## src/swik_pkg.sv

```systemverilog
// ----------------------------------------------------------------------------
// swik_pkg
// Shared types, constants and the arctangent table of the swerve inverse
// kinematics core.
// ----------------------------------------------------------------------------
package swik_pkg;

  localparam int FIELD_W     = 16;
  localparam int CFG_INDEX_W = 2;

  localparam logic [CFG_INDEX_W-1:0] REG_WHEEL_BASE  = 2'd0;
  localparam logic [CFG_INDEX_W-1:0] REG_TRACK_WIDTH = 2'd1;

  localparam logic [FIELD_W-1:0] WHEEL_BASE_RST  = 16'd5888;
  localparam logic [FIELD_W-1:0] TRACK_WIDTH_RST = 16'd5888;

  localparam int CORDIC_STAGES_DEF = 16;

  // front end deadbands
  localparam int                 IN_SQ_W        = 31;
  localparam logic [31:0]        TRANS_DB_LIMIT = 32'd41943;
  localparam logic signed [15:0] ROT_DB_HI      = 16'sd204;
  localparam logic signed [15:0] ROT_DB_LO      = -16'sd204;

  localparam int QUEUE_DEPTH = 2;

  // diagonal square root
  localparam int DIAG_W     = 25;
  localparam int DIAG_V_W   = 50;
  localparam int DIAG_STEPS = 25;

  // datapath widths
  localparam int MIX_NUM_W = 41;
  localparam int MIX_Q_W   = 16;
  localparam int WV_W      = 18;
  localparam int SQP_W     = 33;
  localparam int SQ_W      = 34;
  localparam int RAD_W     = 40;
  localparam int MAG_W     = 20;
  localparam int NRM_Q_W   = 16;
  localparam int CORDIC_W  = 34;
  localparam int ANGLE_W   = 32;

  typedef enum logic [1:0] {
    DIAG_IDLE,
    DIAG_LOAD,
    DIAG_ITER
  } diag_state_t;

  typedef struct packed {
    logic signed [FIELD_W-1:0] x;
    logic signed [FIELD_W-1:0] y;
    logic signed [FIELD_W-1:0] rot;
  } cmd_t;

  typedef struct packed {
    logic [FIELD_W-1:0] wheel_base;
    logic [FIELD_W-1:0] track_width;
    logic [DIAG_W-1:0]  diag;
  } cfg_t;

  typedef struct packed {
    logic [FIELD_W-1:0] fr_speed;
    logic [FIELD_W-1:0] fr_angle;
    logic [FIELD_W-1:0] fl_speed;
    logic [FIELD_W-1:0] fl_angle;
    logic [FIELD_W-1:0] bl_speed;
    logic [FIELD_W-1:0] bl_angle;
    logic [FIELD_W-1:0] br_speed;
    logic [FIELD_W-1:0] br_angle;
  } result_t;

  // atan(2^-i) in units of 2^-32 turn
  function automatic logic [ANGLE_W-1:0] atan_turn(input logic [4:0] idx);
    logic [ANGLE_W-1:0] t;
    unique case (idx)
      5'd0:  t = 32'h2000_0000;
      5'd1:  t = 32'h12E4_051E;
      5'd2:  t = 32'h09FB_385B;
      5'd3:  t = 32'h0511_11D4;
      5'd4:  t = 32'h028B_0D43;
      5'd5:  t = 32'h0145_D7E1;
      5'd6:  t = 32'h00A2_F61E;
      5'd7:  t = 32'h0051_7C55;
      5'd8:  t = 32'h0028_BE53;
      5'd9:  t = 32'h0014_5F2F;
      5'd10: t = 32'h000A_2F98;
      5'd11: t = 32'h0005_17CC;
      5'd12: t = 32'h0002_8BE6;
      5'd13: t = 32'h0001_45F3;
      5'd14: t = 32'h0000_A2FA;
      5'd15: t = 32'h0000_517D;
      5'd16: t = 32'h0000_28BE;
      5'd17: t = 32'h0000_145F;
      5'd18: t = 32'h0000_0A30;
      5'd19: t = 32'h0000_0518;
      5'd20: t = 32'h0000_028C;
      5'd21: t = 32'h0000_0146;
      5'd22: t = 32'h0000_00A3;
      5'd23: t = 32'h0000_0051;
      5'd24: t = 32'h0000_0029;
      5'd25: t = 32'h0000_0014;
      5'd26: t = 32'h0000_000A;
      5'd27: t = 32'h0000_0005;
      5'd28: t = 32'h0000_0003;
      5'd29: t = 32'h0000_0001;
      5'd30: t = 32'h0000_0001;
      5'd31: t = 32'h0000_0000;
    endcase
    return t;
  endfunction

endpackage

```

## src/swik_diag.sv

```systemverilog
// ----------------------------------------------------------------------------
// swik_diag
// Geometry registers and a bit-serial square root that derives the scaled
// wheel diagonal after reset and after every register write.
// ----------------------------------------------------------------------------
module swik_diag (
  input  logic                                  clk,
  input  logic                                  rst_n,
  input  logic                                  cfg_we,
  input  logic [swik_pkg::CFG_INDEX_W-1:0]      cfg_index,
  input  logic [swik_pkg::FIELD_W-1:0]          cfg_data,
  output swik_pkg::cfg_t                        cfg,
  output logic                                  busy
);

  localparam int VW     = swik_pkg::DIAG_V_W;
  localparam int STEP_W = $clog2(swik_pkg::DIAG_STEPS);

  swik_pkg::diag_state_t state_r, state_nxt;

  logic [swik_pkg::FIELD_W-1:0] wb_r, tw_r;
  logic [VW-1:0]                v_r, v_nxt;
  logic [VW-1:0]                root_r, root_nxt;
  logic [STEP_W-1:0]            step_r, step_nxt;
  logic [swik_pkg::DIAG_W-1:0]  diag_r, diag_nxt;
  logic [VW-1:0]                bitv, trial;

  always_ff @(posedge clk) begin
    if (!rst_n) begin
      wb_r <= swik_pkg::WHEEL_BASE_RST;
      tw_r <= swik_pkg::TRACK_WIDTH_RST;
    end else if (cfg_we) begin
      if (cfg_index == swik_pkg::REG_WHEEL_BASE) begin
        wb_r <= cfg_data;
      end
      if (cfg_index == swik_pkg::REG_TRACK_WIDTH) begin
        tw_r <= cfg_data;
      end
    end
  end

  always_ff @(posedge clk) begin
    if (!rst_n) begin
      state_r <= swik_pkg::DIAG_LOAD;
    end else begin
      state_r <= state_nxt;
    end
  end

  always_ff @(posedge clk) begin
    v_r    <= v_nxt;
    root_r <= root_nxt;
    step_r <= step_nxt;
    diag_r <= diag_nxt;
  end

  assign bitv  = VW'(1) << {step_r, 1'b0};
  assign trial = root_r + bitv;

  always_comb begin
    state_nxt = state_r;
    v_nxt     = v_r;
    root_nxt  = root_r;
    step_nxt  = step_r;
    diag_nxt  = diag_r;
    unique case (state_r)
      swik_pkg::DIAG_IDLE: begin
      end
      swik_pkg::DIAG_LOAD: begin
        v_nxt     = (VW'(32'(wb_r) * 32'(wb_r)) + VW'(32'(tw_r) * 32'(tw_r))) << 16;
        root_nxt  = '0;
        step_nxt  = STEP_W'(swik_pkg::DIAG_STEPS - 1);
        state_nxt = swik_pkg::DIAG_ITER;
      end
      swik_pkg::DIAG_ITER: begin
        if (v_r >= trial) begin
          v_nxt    = v_r - trial;
          root_nxt = (root_r >> 1) + bitv;
        end else begin
          root_nxt = root_r >> 1;
        end
        if (step_r == '0) begin
          diag_nxt  = root_nxt[swik_pkg::DIAG_W-1:0];
          state_nxt = swik_pkg::DIAG_IDLE;
        end else begin
          step_nxt = step_r - 1'b1;
        end
      end
      default: begin
        state_nxt = swik_pkg::DIAG_LOAD;
      end
    endcase
    if (cfg_we) begin
      state_nxt = swik_pkg::DIAG_LOAD;
    end
  end

  assign busy             = (state_r != swik_pkg::DIAG_IDLE);
  assign cfg.wheel_base   = wb_r;
  assign cfg.track_width  = tw_r;
  assign cfg.diag         = diag_r;

  a_iter_ends_idle: assert property (@(posedge clk) disable iff (!rst_n)
    (state_r == swik_pkg::DIAG_ITER && step_r == '0 && !cfg_we)
      |=> (state_r == swik_pkg::DIAG_IDLE))
    else $error("diagonal root did not finish after its last step");

endmodule

```

## config.mk

```make
export PLATFORM = sky130hd
export DESIGN_NAME = swik_diag
export DESIGN_NICKNAME = d
export VERILOG_FILES = /design/src/swik_pkg.sv /design/src/swik_diag.sv
export SDC_FILE = /design/constraint.sdc
export NUM_CORES = 2
export LEC_CHECK = 0
export ABC_CLOCK_PERIOD_IN_PS = 24800
export BUFFER_PORTS_ARGS = -buffer_cell sky130_fd_sc_hd__buf_2
export CORE_UTILIZATION = 29
export DETAILED_ROUTE_END_ITERATION = 8
export PLACE_DENSITY = 0.45
export RECOVER_POWER = 25
export SKIP_CTS_REPAIR_TIMING = 1
export SYNTH_ARGS = -nofsm -noshare
export SYNTH_HDL_FRONTEND = slang
export SYNTH_SLANG_ARGS = --single-unit
export TNS_END_PERCENT = 100
```

## constraint.sdc

```tcl
create_clock -name clk -period 24.8 [get_ports clk]
set_clock_uncertainty 0.05 [all_clocks]
set_input_delay 2.48 -clock clk [delete_from_list [all_inputs] [get_ports clk]]
set_output_delay 2.48 -clock clk [all_outputs]
set_load 0.01 [all_outputs]
```

# Word level (Yosys, flattened, before mapping)
# Cells that the tools add are included.
# W data, S select, Z words.
# word_totals
ff_bits,164
latchBits,0
ram_bits,0
mem_bits_ro,0
in_bits,21
output_inout_bits,58
word_cells,44
memories,0
# op_classes
addsub,5
mul,2
div_mod_pow,0
magnitude_cmp,1
n_eq_ne,6
shift,1
mux,8
bitwise,2
reduce_logical,12
# op_table
operator,count
$pmux W50 S2,2
$mux W50,2
$mul A16 B16 Y32,2
$add A49 B50 Y50,1
$add A50 B50 Y50,1
$ge A50 B50 Y1,1
$shl A1 B6 Y50 const A,1
$sub A50 B50 Y50,1
$add A32 B32 Y33,1
$reduce_and A2 Y1,6
$pmux W5 S2,1
$ne A2 B2 Y1 const B,3
$pmux W2 S3,1
$logic_not A5 Y1,1
$mux W5,1
$sub A5 B1 Y5 const B,1
$eq A2 B1 Y1 const B,2
$logic_not A2 Y1,2
$reduce_bool A2 Y1,2
$eq A2 B2 Y1 const B,1
$mux W2,1
$not A1 Y1,2
$reduce_or A2 Y1,1

# Depth between registers and ports, before layout
# logic_depth
word_depth,5
mapped_depth,28
depth_no_buf,26

# Least setup slack after synthesis
# No wires, ideal clock.
# synth_path
path_type,flip-flop to flip-flop
from,reg step_r[2]
to,reg v_r[0] (enable)
setup_ns,0.474
t_arrival_ns,7.508
required_ns,24.276
path_slack_ns,16.768
stages_incl_launch_ff,24
n_path_buf,5
period_less_slack_ns,8.032
path_cell_list,edfxtp_1 > clkbuf_1 > or2_2 > clkbuf_1 > nor2_1 > ha_1 > a21oi_1 > o21ai_0 > a21o_1 > a211o_1 > a211o_1 > a31oi_1 > nor2_1 > o21ai_0 > xor2_1 > ha_1 > buf_2 > nand4_1 > or3_1 > a2111o_2 > and2_4 > buf_6 > buf_2 > a21oi_1
# synth_via
elab_chain_cells,5
# synth_lines
element,line,rtl
start: declaration,swik_diag.sv:24,"logic [STEP_W-1:0] step_r, step_nxt;"
start signal: assignment,swik_diag.sv:53,step_r <= step_nxt;
$shl A1 B6 Y50,swik_diag.sv:57,"assign bitv = VW'(1) << {step_r, 1'b0};"
$add A50 B50 Y50,swik_diag.sv:58,assign trial = root_r + bitv;
$ge A50 B50 Y1,swik_diag.sv:76,if (v_r >= trial) begin
$ne A2 B2 Y1 (no source line),n/a,
$reduce_and A2 Y1 (no source line),n/a,
end signal: assignment,swik_diag.sv:51,v_r <= v_nxt;
end: declaration,swik_diag.sv:22,"logic [VW-1:0] v_r, v_nxt;"
# Every way passes these cells.
# A chain may end at the register's enable or synchronous reset.

# Worst setup path in the final report
# layout_path
from,reg wb_r[6] in the netlist's numbering
to,reg v_r[48] (data pin)
# layout_via
elab_chain_cells,3
# layout_lines
element,line,rtl
start: declaration,swik_diag.sv:21,"logic [swik_pkg::FIELD_W-1:0] wb_r, tw_r;"
start signal: assignment,swik_diag.sv:30,wb_r <= swik_pkg::WHEEL_BASE_RST;
start signal: assignment,swik_diag.sv:34,wb_r <= cfg_data;
$mul A16 B16 Y32,swik_diag.sv:70,v_nxt = (VW'(32'(wb_r) * 32'(wb_r)) + VW'(32'(tw_r) * 32'(tw_r))) << 16;
$add A32 B32 Y33,swik_diag.sv:70,
$pmux W50 S2,swik_diag.sv:66,unique case (state_r)
via v_nxt[48],swik_diag.sv:22,
# The timed path passes the listed nets, and every way through them passes these cells.

==> flow_summary.toml <==
[die]
core_um2 = 95200
initial_core_util = 0.293
chipWidth_um = 312
dieHeight_um = 312
io_pins = 79
fp-row-count = 113
dieArea_um2 = 97500

[min_path]
min_from = "tw_r[0]"
hold_class = "flop to flop"
hold_end = "tw_r[0]"
hold_depth = 2

[setup_path]
critPathCaptureType = "flop"
reg2reg_depth = 22
r2r-end = "v_r[48]"
critical_path_class = "flop to flop"
worstPathMaxFanout = 15
r2r-start = "wb_r[6]"
cp-start-kind = "flop"
arrival_ns = 8.59
r2r_setup_slack_ns = 16.30
worstPathRequired_ns = 24.89

[place]
placed_area_um2 = 29600
portBuffers = 78
place_hpwl_mm = 63.3
place.gp.congestion = 0.842

[global_routing]
grt_overflow_total = 0
grt_use_total = 0.162
grt_pass1_vias = 21500
grt_pass1_wl_mm = 123
antenna_found_initial = 1
grt_max_degree = 58

[yosys]
synth_edf_count = 130
yosys-top-cells-area = "fa_1, edfxtp_1, ha_1"
synth_top_area_cell = "fa_1"
syn_area_um2 = 27900
ys_ff_latch = 164
avgSynthCellArea_um2 = 9.17
ys_dominant_reg_cell = "edfxtp_1"
synth_nets = 3758
syn_inst = 3043
synth.distinct_cells = 86
ys_warn_count = 0
synth_top_cell_area_share = 0.276
async_reset_ff_frac = 0
yosysSeqAreaShare = 0.164

[finish]
drive_gt1_frac = 0.0598
fillers = 10100
syn_to_final_growth_pct = 8.04
stdcell_area_um2 = 30100
num-nets-final = 3762
finish.utilization = 0.317

[sta]
fmax_mhz = 118
slew_violations = 163
period_share = 0.343
maxSlewHeadroom = -1.23
tightestPinTransition_ns = 3.35
finalSetupTns_ns = 0
setup_viol = 0
rsz0062_at_grt = "false"
finalCriticalPeriod_ns = 8.50
finalHoldViolCount = 0

[status]
failed_checks = "capacitance limit, slew limit"
outcome = "complete, but fails checks"

[detailed_routing]
wl_per_cell_um = 17.8
wl_mm = 77.0
drt_first_iter_violations = 1109
viasPerCell = 4.78
drtAntennaViolNets = 0
dr.pass1.iters = 5
vias = 20700
drc_errors = 0

[clock_tree]
cts_buffers = 17
insertion_delay_ns = 0.51
htree_num_levels = 4
clkTransAtPathRegs_ns = 0.08
clk_path_buf_depth = 2
clockRootBuffer = "clkbuf_16"
cts_tree = "built"
cts.sinks = 164

[power]
irDropWorstVdd_v = 0.000150
totalPowerFinal_mw = 2.42
p_per_area_nw_per_um2 = 80.2
p_leak_nw = 14.5

[flow_run]
max_cap_viol_count = 4
power by group:
group | switching (mW) | internal [mW] | leakage (nW)
sequential | 0.0503 | 0.390 | 1.64
combinational | 1.01 | 0.680 | 12.6
clock | 0.146 | 0.145 | 0.297
synthesized netlist by cell type, types with 4 or more instances:
library cell / instances
or2_2: 6
inv_1: 517
a211oi_1: 26
o31ai_1: 13
nor2_1: 156
xnor2_1: 83
ha_1: 310
dfxtp_1: 34
a41o_1: 6
o21a_1: 15
edfxtp_1: 130
nand3b_1: 4
o21ai_0: 104
a21boi_0: 29
clkbuf_1: 89
nor2b_1: 26
and3_1: 17
nand3_1: 33
fa_1: 384
a31oi_1: 45
a211o_1: 11
o211ai_1: 12
mux2_2: 16
xor2_1: 81
nand2_1: 300
and4_1: 4
a221oi_1: 4
nor3b_1: 6
and2_1: 153
a31o_2: 21
nor4_1: 6
buf_2: 7
a21oi_1: 131
nand2b_1: 31
nand4_1: 26
or3_1: 19
mux2i_1: 18
nor3_1: 32
a21o_1: 54
o21bai_1: 19
per-layer routing:
| layer | track usage | wire [um] | vias to the layer above |
|---|---|---|---|
| li1 | - | - | 10000 |
| met1 | 0.218 | 35700 | 10300 |
| met2 | 0.278 | 37800 | 314 |
| met3 | 0.0173 | 2310 | 51 |
| met4 | 0.0358 | 1130 | 0 |
| met5 | 0 | 0 | - |
critical path: stages (launching register included):
cell       delay, ns
dfxtp_1         0.85
inv_1           0.36
nor2_1          0.22
fa_1            0.50
inv_1           0.11
fa_1            0.45
fa_1            0.52
fa_1            0.52
inv_1           0.05
fa_1            0.55
fa_1            0.45
fa_1            0.53
fa_1            0.42
ha_1            0.37
a21oi_1         0.17
o21ai_0         0.15
a2111oi_0       0.50
nor2_1          0.21
a311oi_1        0.52
o21ai_0         0.19
a21oi_1         0.20
xnor2_1         0.15
a211oi_1        0.09
through the flow:
| stage | cells | hold WS [ns] | setup WS, ns |
|---|---|---|---|
| 2_1_floorplan | 3043 | 0.452 | 16.77 |
| 3_3_place_gp | 4293 | 0.449 | 16.54 |
| 3_5_place_dp | 4293 | 0.446 | 16.33 |
| 4_1_cts | 4325 | 0.457 | 16.30 |
| 5_1_grt | 4325 | 0.478 | 15.66 |
| 6_report | 4326 | 0.451 | 16.30 |
cell families (layout without fill, tap and decap cells):
| family | count (synthesis) | after routing | synth area share |
|---|---|---|---|
| multiplexers | 34 | 34 | 0.0129 |
| AO/OA/AOI/OAI | 532 | 532 | 0.126 |
| AND/OR/NAND/NOR | 831 | 831 | 0.145 |
| other | 0 | 1 | 0 |
| flip-flops | 164 | 164 | 0.164 |
| XOR/XNOR | 164 | 164 | 0.0515 |
| adder cells (fa/ha/maj) | 694 | 694 | 0.415 |
| buffers and inverters | 624 | 641 | 0.0856 |
sequential cells by signal (all words and copies together), names as in the netlist:
name     cells
diag_r      25
tw_r        16
state_r      2
wb_r        16
root_r      50
step_r       5
v_r         50
worst max-delay path by stage:
| stage | endpoint | cells past startpoint | slack (ns) | start |
|---|---|---|---|---|
| final | v_r[48] | 22 | 16.30 | wb_r[6] |
| after global placement | v_r[48] | 22 | 16.54 | wb_r[7] |
| after CTS | v_r[48] | 22 | 16.30 | wb_r[7] |
| after floorplan | v_r[0] | 23 | 16.77 | step_r[2] |
| after global routing | v_r[48] | 22 | 15.66 | wb_r[6] |
| after detailed placement | v_r[48] | 22 | 16.33 | wb_r[7] |
cell usage in the layout (no fill, tap or decap), types with 19 or more instances in the layout:
cell,netlist,layout
nor2_1,156,156
and2_1,153,153
fa_1,384,384
dfxtp_1,34,34
nand4_1,26,26
o21ai_0,104,104
a211oi_1,26,26
a21oi_1,131,130
xnor2_1,83,83
inv_1,517,518
nand2b_1,31,31
o21bai_1,19,19
nor2b_1,26,26
ha_1,310,309
nand3_1,33,33
a31o_2,21,21
buf_2,7,77
nor3_1,32,32
a21boi_0,29,29
edfxtp_1,130,130
xor2_1,81,81
or3_1,19,19
a31oi_1,45,45
nand2_1,300,300
a21o_1,54,54
final cells by class:
type | instances | area [um^2] | share of cell area
multi-input combinational | 2255 | 20900 | 0.695
sequential | 164 | 4580 | 0.152
inverter | 518 | 1940 | 0.0645
clock buffer | 17 | 425 | 0.0141
clock inverter | 15 | 185 | 0.00614
tap | 1265 | 1580 | 0.0525
antenna | 1 | 2.50 | 0.0000830
timing repair buffer | 91 | 472 | 0.0156
Note: power is estimated with default switching activity, not from simulation.
