[config.mk]
export PLATFORM = sky130hd
export DESIGN_NAME = swik_queue
export DESIGN_NICKNAME = d
export VERILOG_FILES = /design/src/swik_pkg.sv /design/src/swik_queue.sv
export SDC_FILE = /design/constraint.sdc
export NUM_CORES = 1
export LEC_CHECK = 0
export BUFFER_PORTS_ARGS = -buffer_cell sky130_fd_sc_hd__buf_4
export CAP_MARGIN = 10
export CELL_PAD_IN_SITES_DETAIL_PLACEMENT = 1
export CELL_PAD_IN_SITES_GLOBAL_PLACEMENT = 2
export CORE_MARGIN = 1.5
export CORE_UTILIZATION = 38
export CTS_CLUSTER_DIAMETER = 200
export CTS_CLUSTER_SIZE = 28
export DETAILED_ROUTE_END_ITERATION = 7
export PLACE_DENSITY_LB_ADDON = 0.1
export SLEW_MARGIN = 0
export SYNTH_ARGS = -nofsm -noshare
export SYNTH_HDL_FRONTEND = slang
export SYNTH_SLANG_ARGS = --single-unit
[constraint.sdc]
create_clock -name clk -period 4.2 [get_ports clk]
set_input_delay 0.42 -clock clk [delete_from_list [all_inputs] [get_ports clk]]
set_output_delay 0.42 -clock clk [all_outputs]
set_load 0.1 [all_outputs]
[src/swik_pkg.sv]
// ----------------------------------------------------------------------------
// swik_pkg
// Shared types, constants and the arctangent table of the swerve inverse
// kinematics core.
// ----------------------------------------------------------------------------
package swik_pkg;

  localparam int FIELD_W     = 16;
  localparam int CFG_INDEX_W = 2;

  localparam logic [CFG_INDEX_W-1:0] REG_WHEEL_BASE  = 2'd0;
  localparam logic [CFG_INDEX_W-1:0] REG_TRACK_WIDTH = 2'd1;

  localparam logic [FIELD_W-1:0] WHEEL_BASE_RST  = 16'd5888;
  localparam logic [FIELD_W-1:0] TRACK_WIDTH_RST = 16'd5888;

  localparam int CORDIC_STAGES_DEF = 16;

  // front end deadbands
  localparam int                 IN_SQ_W        = 31;
  localparam logic [31:0]        TRANS_DB_LIMIT = 32'd41943;
  localparam logic signed [15:0] ROT_DB_HI      = 16'sd204;
  localparam logic signed [15:0] ROT_DB_LO      = -16'sd204;

  localparam int QUEUE_DEPTH = 2;

  // diagonal square root
  localparam int DIAG_W     = 25;
  localparam int DIAG_V_W   = 50;
  localparam int DIAG_STEPS = 25;

  // datapath widths
  localparam int MIX_NUM_W = 41;
  localparam int MIX_Q_W   = 16;
  localparam int WV_W      = 18;
  localparam int SQP_W     = 33;
  localparam int SQ_W      = 34;
  localparam int RAD_W     = 40;
  localparam int MAG_W     = 20;
  localparam int NRM_Q_W   = 16;
  localparam int CORDIC_W  = 34;
  localparam int ANGLE_W   = 32;

  typedef enum logic [1:0] {
    DIAG_IDLE,
    DIAG_LOAD,
    DIAG_ITER
  } diag_state_t;

  typedef struct packed {
    logic signed [FIELD_W-1:0] x;
    logic signed [FIELD_W-1:0] y;
    logic signed [FIELD_W-1:0] rot;
  } cmd_t;

  typedef struct packed {
    logic [FIELD_W-1:0] wheel_base;
    logic [FIELD_W-1:0] track_width;
    logic [DIAG_W-1:0]  diag;
  } cfg_t;

  typedef struct packed {
    logic [FIELD_W-1:0] fr_speed;
    logic [FIELD_W-1:0] fr_angle;
    logic [FIELD_W-1:0] fl_speed;
    logic [FIELD_W-1:0] fl_angle;
    logic [FIELD_W-1:0] bl_speed;
    logic [FIELD_W-1:0] bl_angle;
    logic [FIELD_W-1:0] br_speed;
    logic [FIELD_W-1:0] br_angle;
  } result_t;

  // atan(2^-i) in units of 2^-32 turn
  function automatic logic [ANGLE_W-1:0] atan_turn(input logic [4:0] idx);
    logic [ANGLE_W-1:0] t;
    unique case (idx)
      5'd0:  t = 32'h2000_0000;
      5'd1:  t = 32'h12E4_051E;
      5'd2:  t = 32'h09FB_385B;
      5'd3:  t = 32'h0511_11D4;
      5'd4:  t = 32'h028B_0D43;
      5'd5:  t = 32'h0145_D7E1;
      5'd6:  t = 32'h00A2_F61E;
      5'd7:  t = 32'h0051_7C55;
      5'd8:  t = 32'h0028_BE53;
      5'd9:  t = 32'h0014_5F2F;
      5'd10: t = 32'h000A_2F98;
      5'd11: t = 32'h0005_17CC;
      5'd12: t = 32'h0002_8BE6;
      5'd13: t = 32'h0001_45F3;
      5'd14: t = 32'h0000_A2FA;
      5'd15: t = 32'h0000_517D;
      5'd16: t = 32'h0000_28BE;
      5'd17: t = 32'h0000_145F;
      5'd18: t = 32'h0000_0A30;
      5'd19: t = 32'h0000_0518;
      5'd20: t = 32'h0000_028C;
      5'd21: t = 32'h0000_0146;
      5'd22: t = 32'h0000_00A3;
      5'd23: t = 32'h0000_0051;
      5'd24: t = 32'h0000_0029;
      5'd25: t = 32'h0000_0014;
      5'd26: t = 32'h0000_000A;
      5'd27: t = 32'h0000_0005;
      5'd28: t = 32'h0000_0003;
      5'd29: t = 32'h0000_0001;
      5'd30: t = 32'h0000_0001;
      5'd31: t = 32'h0000_0000;
    endcase
    return t;
  endfunction

endpackage

[src/swik_queue.sv]
// ----------------------------------------------------------------------------
// swik_queue
// Short command queue between intake and the kinematics pipeline.
// ----------------------------------------------------------------------------
module swik_queue (
  input  logic            clk,
  input  logic            rst_n,
  input  logic            push,
  input  swik_pkg::cmd_t  push_cmd,
  output logic            pop_valid,
  output swik_pkg::cmd_t  pop_cmd
);

  localparam int DEPTH = swik_pkg::QUEUE_DEPTH;
  localparam int PTR_W = $clog2(DEPTH);
  localparam int CNT_W = $clog2(DEPTH + 1);

  swik_pkg::cmd_t     mem_r [DEPTH];
  logic [PTR_W-1:0]   wr_ptr_r, rd_ptr_r;
  logic [CNT_W-1:0]   count_r;
  logic               pop;

  // the pipeline behind never stalls: drain one entry every cycle
  assign pop       = (count_r != '0);
  assign pop_valid = pop;
  assign pop_cmd   = mem_r[rd_ptr_r];

  always_ff @(posedge clk) begin
    if (push) begin
      mem_r[wr_ptr_r] <= push_cmd;
    end
  end

  always_ff @(posedge clk) begin
    if (!rst_n) begin
      wr_ptr_r <= '0;
      rd_ptr_r <= '0;
      count_r  <= '0;
    end else begin
      if (push) begin
        wr_ptr_r <= (wr_ptr_r == PTR_W'(DEPTH - 1)) ? '0 : wr_ptr_r + 1'b1;
      end
      if (pop) begin
        rd_ptr_r <= (rd_ptr_r == PTR_W'(DEPTH - 1)) ? '0 : rd_ptr_r + 1'b1;
      end
      count_r <= count_r + CNT_W'(push) - CNT_W'(pop);
    end
  end

  a_no_overflow: assert property (@(posedge clk) disable iff (!rst_n)
    push |-> (count_r != CNT_W'(DEPTH)))
    else $error("command queue overflow");

  a_count_track: assert property (@(posedge clk) disable iff (!rst_n)
    $past(rst_n) |-> (count_r == $past(count_r) + CNT_W'($past(push)) - CNT_W'($past(pop))))
    else $error("command queue count out of step with transfers");

endmodule

# After elaboration in Yosys (flattened, before gate mapping)
# Memories as Yosys holds them, arrays and structs flattened. A register that Yosys moved wholly into a read port is not among the register bits.
# Cells that the tools add are included.
# totals
register_bits	4
ramBits	96
in_bits	51
wordCells	15
n_memories	1
# memory_table
memory	words	width	read_ports	rd_clocked_by_memory_dff	wr	line	text
mem_r	2	48	1	1	1	swik_queue.sv:18	swik_pkg::cmd_t mem_r [DEPTH];
# op_classes
n_addsub	4
mux	6
n_reduce_logical	1
# op_table
cell	count
1-bit 2-to-1 mux	6
1-bit adder (second input constant)	2
2-bit by 1-bit adder with 2-bit output	1
2-bit nonzero test	1
2-bit by 1-bit subtractor with 2-bit output	1

# Logic depth before layout (Yosys ltp)
# Gate-level depths: netlist (run 1).
# depth
ltp_word	4
mapped_depth	4
ltp_nobuf	4

# Least setup slack after synthesis (run 1)
# OpenSTA, ideal clock, no wires.
# synth_path
path_kind	input to register
from	in push
to	mem mem_r[0][0] (netlist bit), enable pin
t_arrival_ps	2582
setup_slack_ps	1158
stages	1
n_path_buf	0
cell_sequence	nor2b_1
# synth_via
elab_chain_cells	2
# synth_rtl
element	line	text
start, declared	swik_queue.sv:8	input logic push,
1-bit 2-to-1 mux	swik_queue.sv:29	if (push) begin
1-bit 2-to-1 mux (implied by the code)	swik_queue.sv:30	mem_r[wr_ptr_r] <= push_cmd;
end, declared	swik_queue.sv:18	
# No other way between the ends.

==> impl_metrics.toml, run 1 <==
[outcome]
status = "complete, no violations"

[pwr]
pwr_density_cell_nw_per_um2 = 475
cellLeakagePower_nw = 1.84
p_switching_mw = 0.724
clkPwrFrac_pct = 26.4
swShare_pct = 31.5
seqPwrFrac_pct = 51.3
vdd_drop_max_v = 0.000234
combPwrFrac_pct = 22.2
power.internal_mw = 1.57

[detailed_routing]
wire_per_inst_um = 15.7
vias = 1868
firstDrtPassIters = 3
viasPerCell = 4.49
drt-initial-drc-count = 49
remaining_drc_errors = 0
drt-total-wl_um = 6540
ant_nets = 0

[clock_tree]
cts_setup_buffers = 0
clock_path_buffers = 2
cts_buffers = 9
cts_tree = "yes"
cts.clk_slew.worst_paths_ns = 0.11
holdBufCountCts = 0
htree_levels = 3
cts-resized-gates = 0
cts_num_sinks = 101
root_buffer = "clkbuf_8"
insertion_delay_ns = 0.36

[floorplan]
die_x_um = 102
io_pins = 100
die_area_um2 = 10500
die_y_um = 102
start_util_pct = 38.7
coreArea_um2 = 9680
rows = 36

[worst_setup_path]
critical_path.cell_chain = "buf_4, mux2_4, buf_4"
slowest_delay_ns = 0.98
worstPathArrival_ns = 2.30
critPathKind = "reg2out"
startpoint_type = "flip-flop"
cp_top_family = "flip-flops"
slowest_stage = "dfxtp_2"
endpoint_kind = "primary output"
critPathBufInv = 2
critPathMaxFanout = 36
cp_common_cell = "buf_4"
required_ns = 3.78

[sta]
fin_tns_setup_ns = 0
final-setup-viol-count = 0
slew_headroom_pct = 35.1
finalCritPeriodShare_pct = 64.7
tightest_slew_ns = 0.973
max_freq_ghz = 0.368
min_period_ns = 2.72
slew_viol_final = 0
whs_ns = 0.236
final.setup_skew_ns = 0.0138
hold_viol = 0
rsz0062_at_grt = "false"

[finish]
fin_util_pct = 49.9
final_common_cell = "buf_4"
syn2layout_area_growth_pct = 29.1
drive_gt1_share_pct = 59.0
fin_nets = 330
layout_common_cells = "buf_4, edfxtp_1, mux2_2"
antenna-diode-count = 0

[placed_design]
portBuffers = 99
dp_hpwl_um = 4270
gp_congestion = 0.655

[global_route]
grt-ovfl-total = 0
grt_pass1_vias = 1997
antenna_found_initial = 0
grt_pass1_wl_um = 10000
grt_max_degree = 37
track_usage_pct = 12.9

[logic_synthesis]
ys_ff_latch = 101
synth_top_area_share_pct = 76.9
synthCells = 170
yosys.area.top_type = "edfxtp_1"
syn_nets = 222
syn_avg_cell_area_um2 = 22.0
ys_seq_area_share_pct = 79.6
syn_area_um2 = 3750
synth_cell_types = 17
synth.area.top_cells = "edfxtp_1, mux2_2, mux2_4, dfxtp_1, buf_6"
ys.warnings.count = 0

[flow_run]
max_cap_viol_count = 0

[min_path]
hp-class = "in2reg"
## final timing paths
check | startpoint | endpoint | slack, ns | cells after the start
setup / recovery | flip-flop | pop_cmd[20] | 1.48 | 3
setup reg to reg | wr_ptr_r$_SDFFE_PN0P_ | mem_r[1][36]$_DFFE_PP_ | 2.33 | 2
hold reg to reg | count_r[0]$_SDFF_PN0_ | count_r[1]$_SDFF_PN0_ | 0.53 | 2
hold / removal | push_cmd[23] | mem_r[1][23]$_DFFE_PP_ | 0.24 | 1
## registers in the layout, summed over array words and instances (netlist names), named ones only
name and count:
count_r 2, rd_ptr_r 1, wr_ptr_r 1, mem_r 96
## layer usage
| layer | share of wire [%] | GRT usage [%] | up-vias |
|---|---|---|---|
| li1 | - | - | 877 |
| met1 | 42 | 15.2 | 920 |
| met2 | 51 | 21.9 | 63 |
| met3 | 5.6 | 4.10 | 8 |
| met4 | 1.4 | 5.37 | 0 |
| met5 | 0 | 0 | - |
## layout make-up
class / count / area (um2)
clock buffer: 11 / 131
clock inverter: 5 / 60.1
fill: 947 / 4850
multi-input combinational: 64 / 729
sequential: 101 / 2980
tap: 133 / 166
timing repair buffer: 102 / 766
## power by group through the flow
stage	clock network, mW	registers [mW]	logic, mW
after global routing	0.658	1.19	0.530
after floorplan	0	1.19	0.404
after global placement	0	1.20	0.513
after detailed placement	0	1.20	0.515
final	0.607	1.18	0.511
after CTS	0.630	1.18	0.516
## worst register-to-register path: cells and delay by family, from the launching register on
family                 cells  cell delay, ns
buffers and inverters      1            0.37
DFF                        1            0.39
and+or+nand+nor            1            0.80
## synth_stat cells (all sizes together)
cell	instances
edfxtp	96
mux2	48
buf	5
dfxtp	5
nor2b	3
and2	2
and3	2
nand2	2
ha	1
mux2i	1
nand2b	1
o21a	1
o21ai	1
or2	1
or3	1
## stage by stage
stage	total power, mW	setup slack (ns)	area, um2	std cells
5_1_grt	2.37	1.31	4840	416
3_3_place_gp	1.71	1.80	4650	400
4_1_cts	2.33	1.39	4840	416
3_5_place_dp	1.72	1.80	4650	400
2_1_floorplan	1.59	1.16	3750	170
6_report	2.30	1.48	4840	416
## cells by family (layout without fill, tap and decap cells)
kind of cell	after synthesis	after routing	share of synthesized area, %
multiplexers	49	49	16.7
buffers and inverters	5	118	1.17
adder cells (fa/ha/maj)	1	1	0.334
AND/OR/NAND/NOR	12	12	1.87
flip-flops	101	101	79.6
AO/OA/AOI/OAI	2	2	0.334
No activity file was read; power rests on OpenSTA's default activity.
==> run 2: changes to the inputs <==
==> constraint.sdc (replaced) <==
create_clock -name clk -period 2.85 [get_ports clk]
set_input_delay 0.285 -clock clk [delete_from_list [all_inputs] [get_ports clk]]
set_output_delay 0.285 -clock clk [all_outputs]
set_load 0.1 [all_outputs]
==> run 2 against run 1 <==
Effect of this change: combinational power up 50%; power is 41% higher; flip-flop and latch count stayed put.
==> impl_metrics.toml, run 2 (synthesis gave the netlist of run 1 again) <==
[finish]
antenna-diode-count = 0
final_cells = 416
layout_common_cells = "buf_4, edfxtp_1, mux2_2"
syn2layout_area_growth_pct = 28.1
largest_registers = "mem_r x96, count_r x2"
largest_reg_flops = 96
final_cell_area_um2 = 4800
fin_util_pct = 49.6
final_common_cell = "buf_4"
drive_gt1_share_pct = 58.7
fin_nets = 331
regMostFlops = "mem_r"

[placed_design]
place_area_um2 = 4650
gp_congestion = 0.674
dp_hpwl_um = 4300
portBuffers = 99
pre_cts_slack_ns = 1.16
place_inst = 401

[clock_tree]
cts_setup_buffers = 0
holdBufCountCts = 0
cts.clk_slew.worst_paths_ns = 0.09
cts_buffers = 9
cts_tree = "yes"
root_buffer = "clkbuf_8"
insertion_delay_ns = 0.35
cts-resized-gates = 0
htree_levels = 3
clock_path_buffers = 2
cts_num_sinks = 101

[detailed_routing]
wl_met2_um = 3430
vias = 1897
firstDrtPassIters = 4
wl_met3_um = 376
wl_met1_um = 2800
viasPerCell = 4.56
wire_per_inst_um = 16.1
top_layer_used = "met4"
ant_nets = 0
drt-initial-drc-count = 62
remaining_drc_errors = 0
drt-total-wl_um = 6720

[worst_setup_path]
cp_num_cells = 3
critPathMaxFanout = 22
critPathBufInv = 2
slowest_stage = "dfxtp_2"
rr_worst_depth = 2
critical_path.cell_chain = "buf_4, mux2_2, buf_4"
r2r_end = "mem_r[1][4]$_DFFE_PP_"
startpoint_type = "flip-flop"
endpoint_kind = "primary output"
required_ns = 2.57
cp_common_cell = "buf_4"
worstPathArrival_ns = 1.77
cp_top_family = "buffers and inverters"
critPathKind = "reg2out"
ff2ff_setup_slack_ns = 1.38
r2r_start = "wr_ptr_r$_SDFFE_PN0P_"
slowest_delay_ns = 0.39

[outcome]
status = "complete, no violations"

[sta]
slew_viol_final = 0
tightest_slew_ns = 0.669
hold_viol = 0
rsz0062_at_grt = "false"
fin_tns_setup_ns = 0
fin_ws_ns = 0.797
final.setup_skew_ns = 0.00888
max_freq_ghz = 0.487
final-setup-viol-count = 0
finalCritPeriodShare_pct = 72.0
min_period_ns = 2.05
slew_headroom_pct = 55.4

[floorplan]
rows = 36
coreArea_um2 = 9680
io_pins = 100
die_y_um = 102
die_area_um2 = 10500
die_x_um = 102
start_util_pct = 38.7

[pwr]
pwr_density_cell_nw_per_um2 = 675
vdd_drop_max_v = 0.000329
seqPwrFrac_pct = 53.2
cellLeakagePower_nw = 1.83
combPwrFrac_pct = 23.7
p_switching_mw = 1.03
swShare_pct = 31.7
clkPwrFrac_pct = 23.1
power.internal_mw = 2.21

[min_path]
min-delay-start = "push_cmd[35]"
hp-class = "in2reg"
min_to = "mem_r[0][35]$_DFFE_PP_"
holdPathStages = 1

[global_route]
grt_pass1_wl_um = 10100
track_usage_pct = 13.5
antenna_found_initial = 0
grt_max_degree = 50
grt-ovfl-total = 0
grt_pass1_vias = 1980

[flow_run]
max_cap_viol_count = 0
[run 2: cell types whose count changed in the layout (fill, tap and decap cells not counted), sizes merged]
cell,change
inv,-2
buf,+1
clkinv,+1
clkbuf,+1
bufinv,-1
[run 2: worst max-delay path by stage]
stage,start,end,slack (ns)
detailed placement,flip-flop,pop_cmd[47],1.16
finish,flip-flop,pop_cmd[47],0.80
floorplan,wr_ptr_r$_SDFFE_PN0P_,mem_r[0][0]$_DFFE_PP_,0.84
global placement,flip-flop,pop_cmd[47],1.17
global route,flip-flop,pop_cmd[47],0.69
CTS,flip-flop,pop_cmd[47],0.74
[run 2: routing by layer]
| metal | vias up | global-route usage, % |
|---|---|---|
| li1 | 881 | - |
| met1 | 945 | 16.1 |
| met2 | 62 | 21.8 |
| met3 | 9 | 4.31 |
| met4 | 0 | 7.59 |
| met5 | - | 0 |
[run 2: worst reg2reg max path: cells and delay by family, from the launching register on]
family                 cells  cell delay [ns]
DFF                        1             0.39
buffers and inverters      1             0.52
and+or+nand+nor            1             0.16
[run 2: final cells by class]
class	count	area, um2
repair buffers	103	773
clock buffers	12	135
well taps	133	166
fillers	932	4880
clock inverters	3	13.8
flip-flops and latches	101	2980
multi-input cells	64	729
[run 2: power groups by stage]
| stage | Combinational, mW | Sequential [mW] | Clock [mW] |
|---|---|---|---|
| after global routing | 0.799 | 1.73 | 0.846 |
| after detailed placement | 0.777 | 1.76 | 0 |
| after CTS | 0.778 | 1.73 | 0.783 |
| final | 0.769 | 1.72 | 0.748 |
| after global placement | 0.772 | 1.76 | 0 |
| after floorplan | 0.595 | 1.75 | 0 |
[run 2: per-stage QoR]
| stage | total power, mW | hold WS, ns |
|---|---|---|
| finish | 3.24 | 0.111 |
| global route | 3.38 | 0.0776 |
| CTS | 3.29 | 0.0857 |
| detailed placement | 2.54 | 0.474 |
| global placement | 2.53 | 0.470 |
| floorplan | 2.35 | 0.384 |
==> run 3: changes to the inputs <==
--- a/config.mk
+++ b/config.mk
@@ -10,7 +10,7 @@
 export CELL_PAD_IN_SITES_DETAIL_PLACEMENT = 1
 export CELL_PAD_IN_SITES_GLOBAL_PLACEMENT = 2
 export CORE_MARGIN = 1.5
-export CORE_UTILIZATION = 38
+export CORE_UTILIZATION = 34
 export CTS_CLUSTER_DIAMETER = 200
 export CTS_CLUSTER_SIZE = 28
 export DETAILED_ROUTE_END_ITERATION = 7
==> constraint.sdc (replaced) <==
create_clock -name clk -period 1.65 [get_ports clk]
set_input_delay 0.165 -clock clk [delete_from_list [all_inputs] [get_ports clk]]
set_output_delay 0.165 -clock clk [all_outputs]
set_load 0.1 [all_outputs]
==> run 3 against run 2 <==
Effect of this change: count of clock-buffer cells in the layout stayed put; via count is 12% higher; sequential power is 73% higher; clock skew is 0.0040 ns lower; largest power group unchanged; flip-flop and latch count stayed put; combinational power is 120% higher; the flow now finishes with violations (negative setup slack).
==> impl_metrics.toml, run 3 (synthesis gave the netlist of run 1 again) <==
[worst_setup_path]
endpoint_kind = "primary output"
critPathMaxFanout = 6
r2r_end = "mem_r[0][13]$_DFFE_PP_"
ff2ff_setup_slack_ns = 0.49
required_ns = 1.48
rr_worst_depth = 2
r2r_start = "wr_ptr_r$_SDFFE_PN0P_"
worstPathArrival_ns = 1.53
startpoint_type = "flip-flop"
critPathKind = "reg2out"

[finish]
largest_reg_flops = 96
final_common_cell = "edfxtp_1"
fillerInstances = 940
layout_common_cells = "edfxtp_1, buf_4, dlygate4sd3_1"
syn2layout_area_growth_pct = 57.9
drive_gt1_share_pct = 50.9
fin_nets = 386
antenna-diode-count = 0
final_cells = 478
regMostFlops = "mem_r"
largest_registers = "mem_r x96, count_r x2"

[placed_design]
pre_cts_slack_ns = 0.309
gp_congestion = 0.684
portBuffers = 99
dp_hpwl_um = 4530
place_inst = 410

[global_route]
antenna_found_initial = 0
grt-ovfl-total = 0
grt_pass1_wl_um = 11800
track_usage_pct = 13.8
grt_pass1_vias = 2370
grt_max_degree = 39

[detailed_routing]
drt-total-wl_um = 7960
drt-initial-drc-count = 32
remaining_drc_errors = 0
viasPerCell = 4.44
firstDrtPassIters = 3
ant_nets = 0
wire_per_inst_um = 16.6
vias = 2124

[sta]
final-setup-viol-count = 34
min_period_ns = 1.69
slew_viol_final = 0
rsz0062_at_grt = "true"
hold_viol = 0
tightest_slew_ns = 0.278
whs_ns = 0.0556
finalCritPeriodShare_pct = 103
slew_headroom_pct = 81.6
final.setup_skew_ns = 0.00485
max_freq_ghz = 0.590
fin_ws_ns = -0.0440

[floorplan]
io_pins = 100
coreArea_um2 = 10800
rows = 38
start_util_pct = 34.7
die_area_um2 = 11700
die_x_um = 108
die_y_um = 108

[pwr]
vdd_drop_max_v = 0.000454
pwr_density_cell_nw_per_um2 = 1040
power_mw = 6.15
cellLeakagePower_nw = 2.28

[min_path]
min_to = "wr_ptr_r$_SDFFE_PN0P_"
holdPathStages = 2
hp-class = "in2reg"
min-delay-start = "rst_n"

[clock_tree]
cts.clk_slew.worst_paths_ns = 0.09
cts_num_sinks = 101
insertion_delay_ns = 0.35
root_buffer = "clkbuf_8"
cts_buffers = 9
clock_path_buffers = 2
cts_tree = "yes"
htree_levels = 3

[outcome]
status = "finished with violations"
violations = "negative setup slack"

[flow_run]
max_cap_viol_count = 0
-- run 3: cell types whose count changed in the layout (fill, tap and decap cells not counted), sizes merged --
cell / previous run / this run
buf: 103 / 108
clkbuf: 12 / 14
dlygate4sd3: 0 / 48
bufinv: 0 / 1
clkinv: 3 / 2
-- run 3: area by class of cell --
cell class	count	area, um2	area share [%]
flip-flops and latches	101	2990	50.5
clock inverters	3	37.5	0.634
multi-input cells	64	756	12.8
repair buffers	158	1830	30.9
well taps	140	175	2.96
clock buffers	12	135	2.28
-- run 3: routing by layer --
layer	share of wire, %	GRT usage, %	wire length [um]	up-vias
met4	2.2	7.89	178	0
met2	51	23.4	4040	64
met1	41	15.7	3300	1054
met3	5.5	3.98	437	12
li1	-	-	-	994
met5	0	0	0	-
-- run 3: repair_timing --
action,4_1_cts,5_1_grt
setup endpoints to repair,48,48
buffers inserted,0,2
hold endpoints to repair,96,0
pin swaps,0,0
cloned,0,3
resized for setup,81,30
hold buffers,48,0
-- run 3: critical path: stages, from the launching register on --
cell and delay, ns:
dfxtp_4 0.39, buf_4 0.12, buf_12 0.11, mux2_2 0.36, buf_6 0.19
-- run 3: metrics by stage --
step,area (um2),util [%],setup TNS [ns]
2_1_floorplan,3760,-,0
3_3_place_gp,4730,43.8,0
3_5_place_dp,4730,43.8,0
4_1_cts,5700,52.8,-1.26
5_1_grt,5920,54.8,-3.23
6_report,5920,54.8,-0.639
-- run 3: worst max-delay path by stage --
stage / to / cells after the start
after detailed placement: pop_cmd[14] / 3
after global routing: pop_cmd[9] / 3
after CTS: pop_cmd[14] / 3
final: pop_cmd[44] / 4
after floorplan: mem_r[0][0]$_DFFE_PP_ / 1
after global placement: pop_cmd[38] / 3
-- run 3: where the power goes --
part | leakage, nW | switching, mW | internal (mW)
Clock | 0.0855 | 0.765 | 0.686
Sequential | 0.943 | 0.0348 | 2.95
Combinational | 1.25 | 1.07 | 0.657
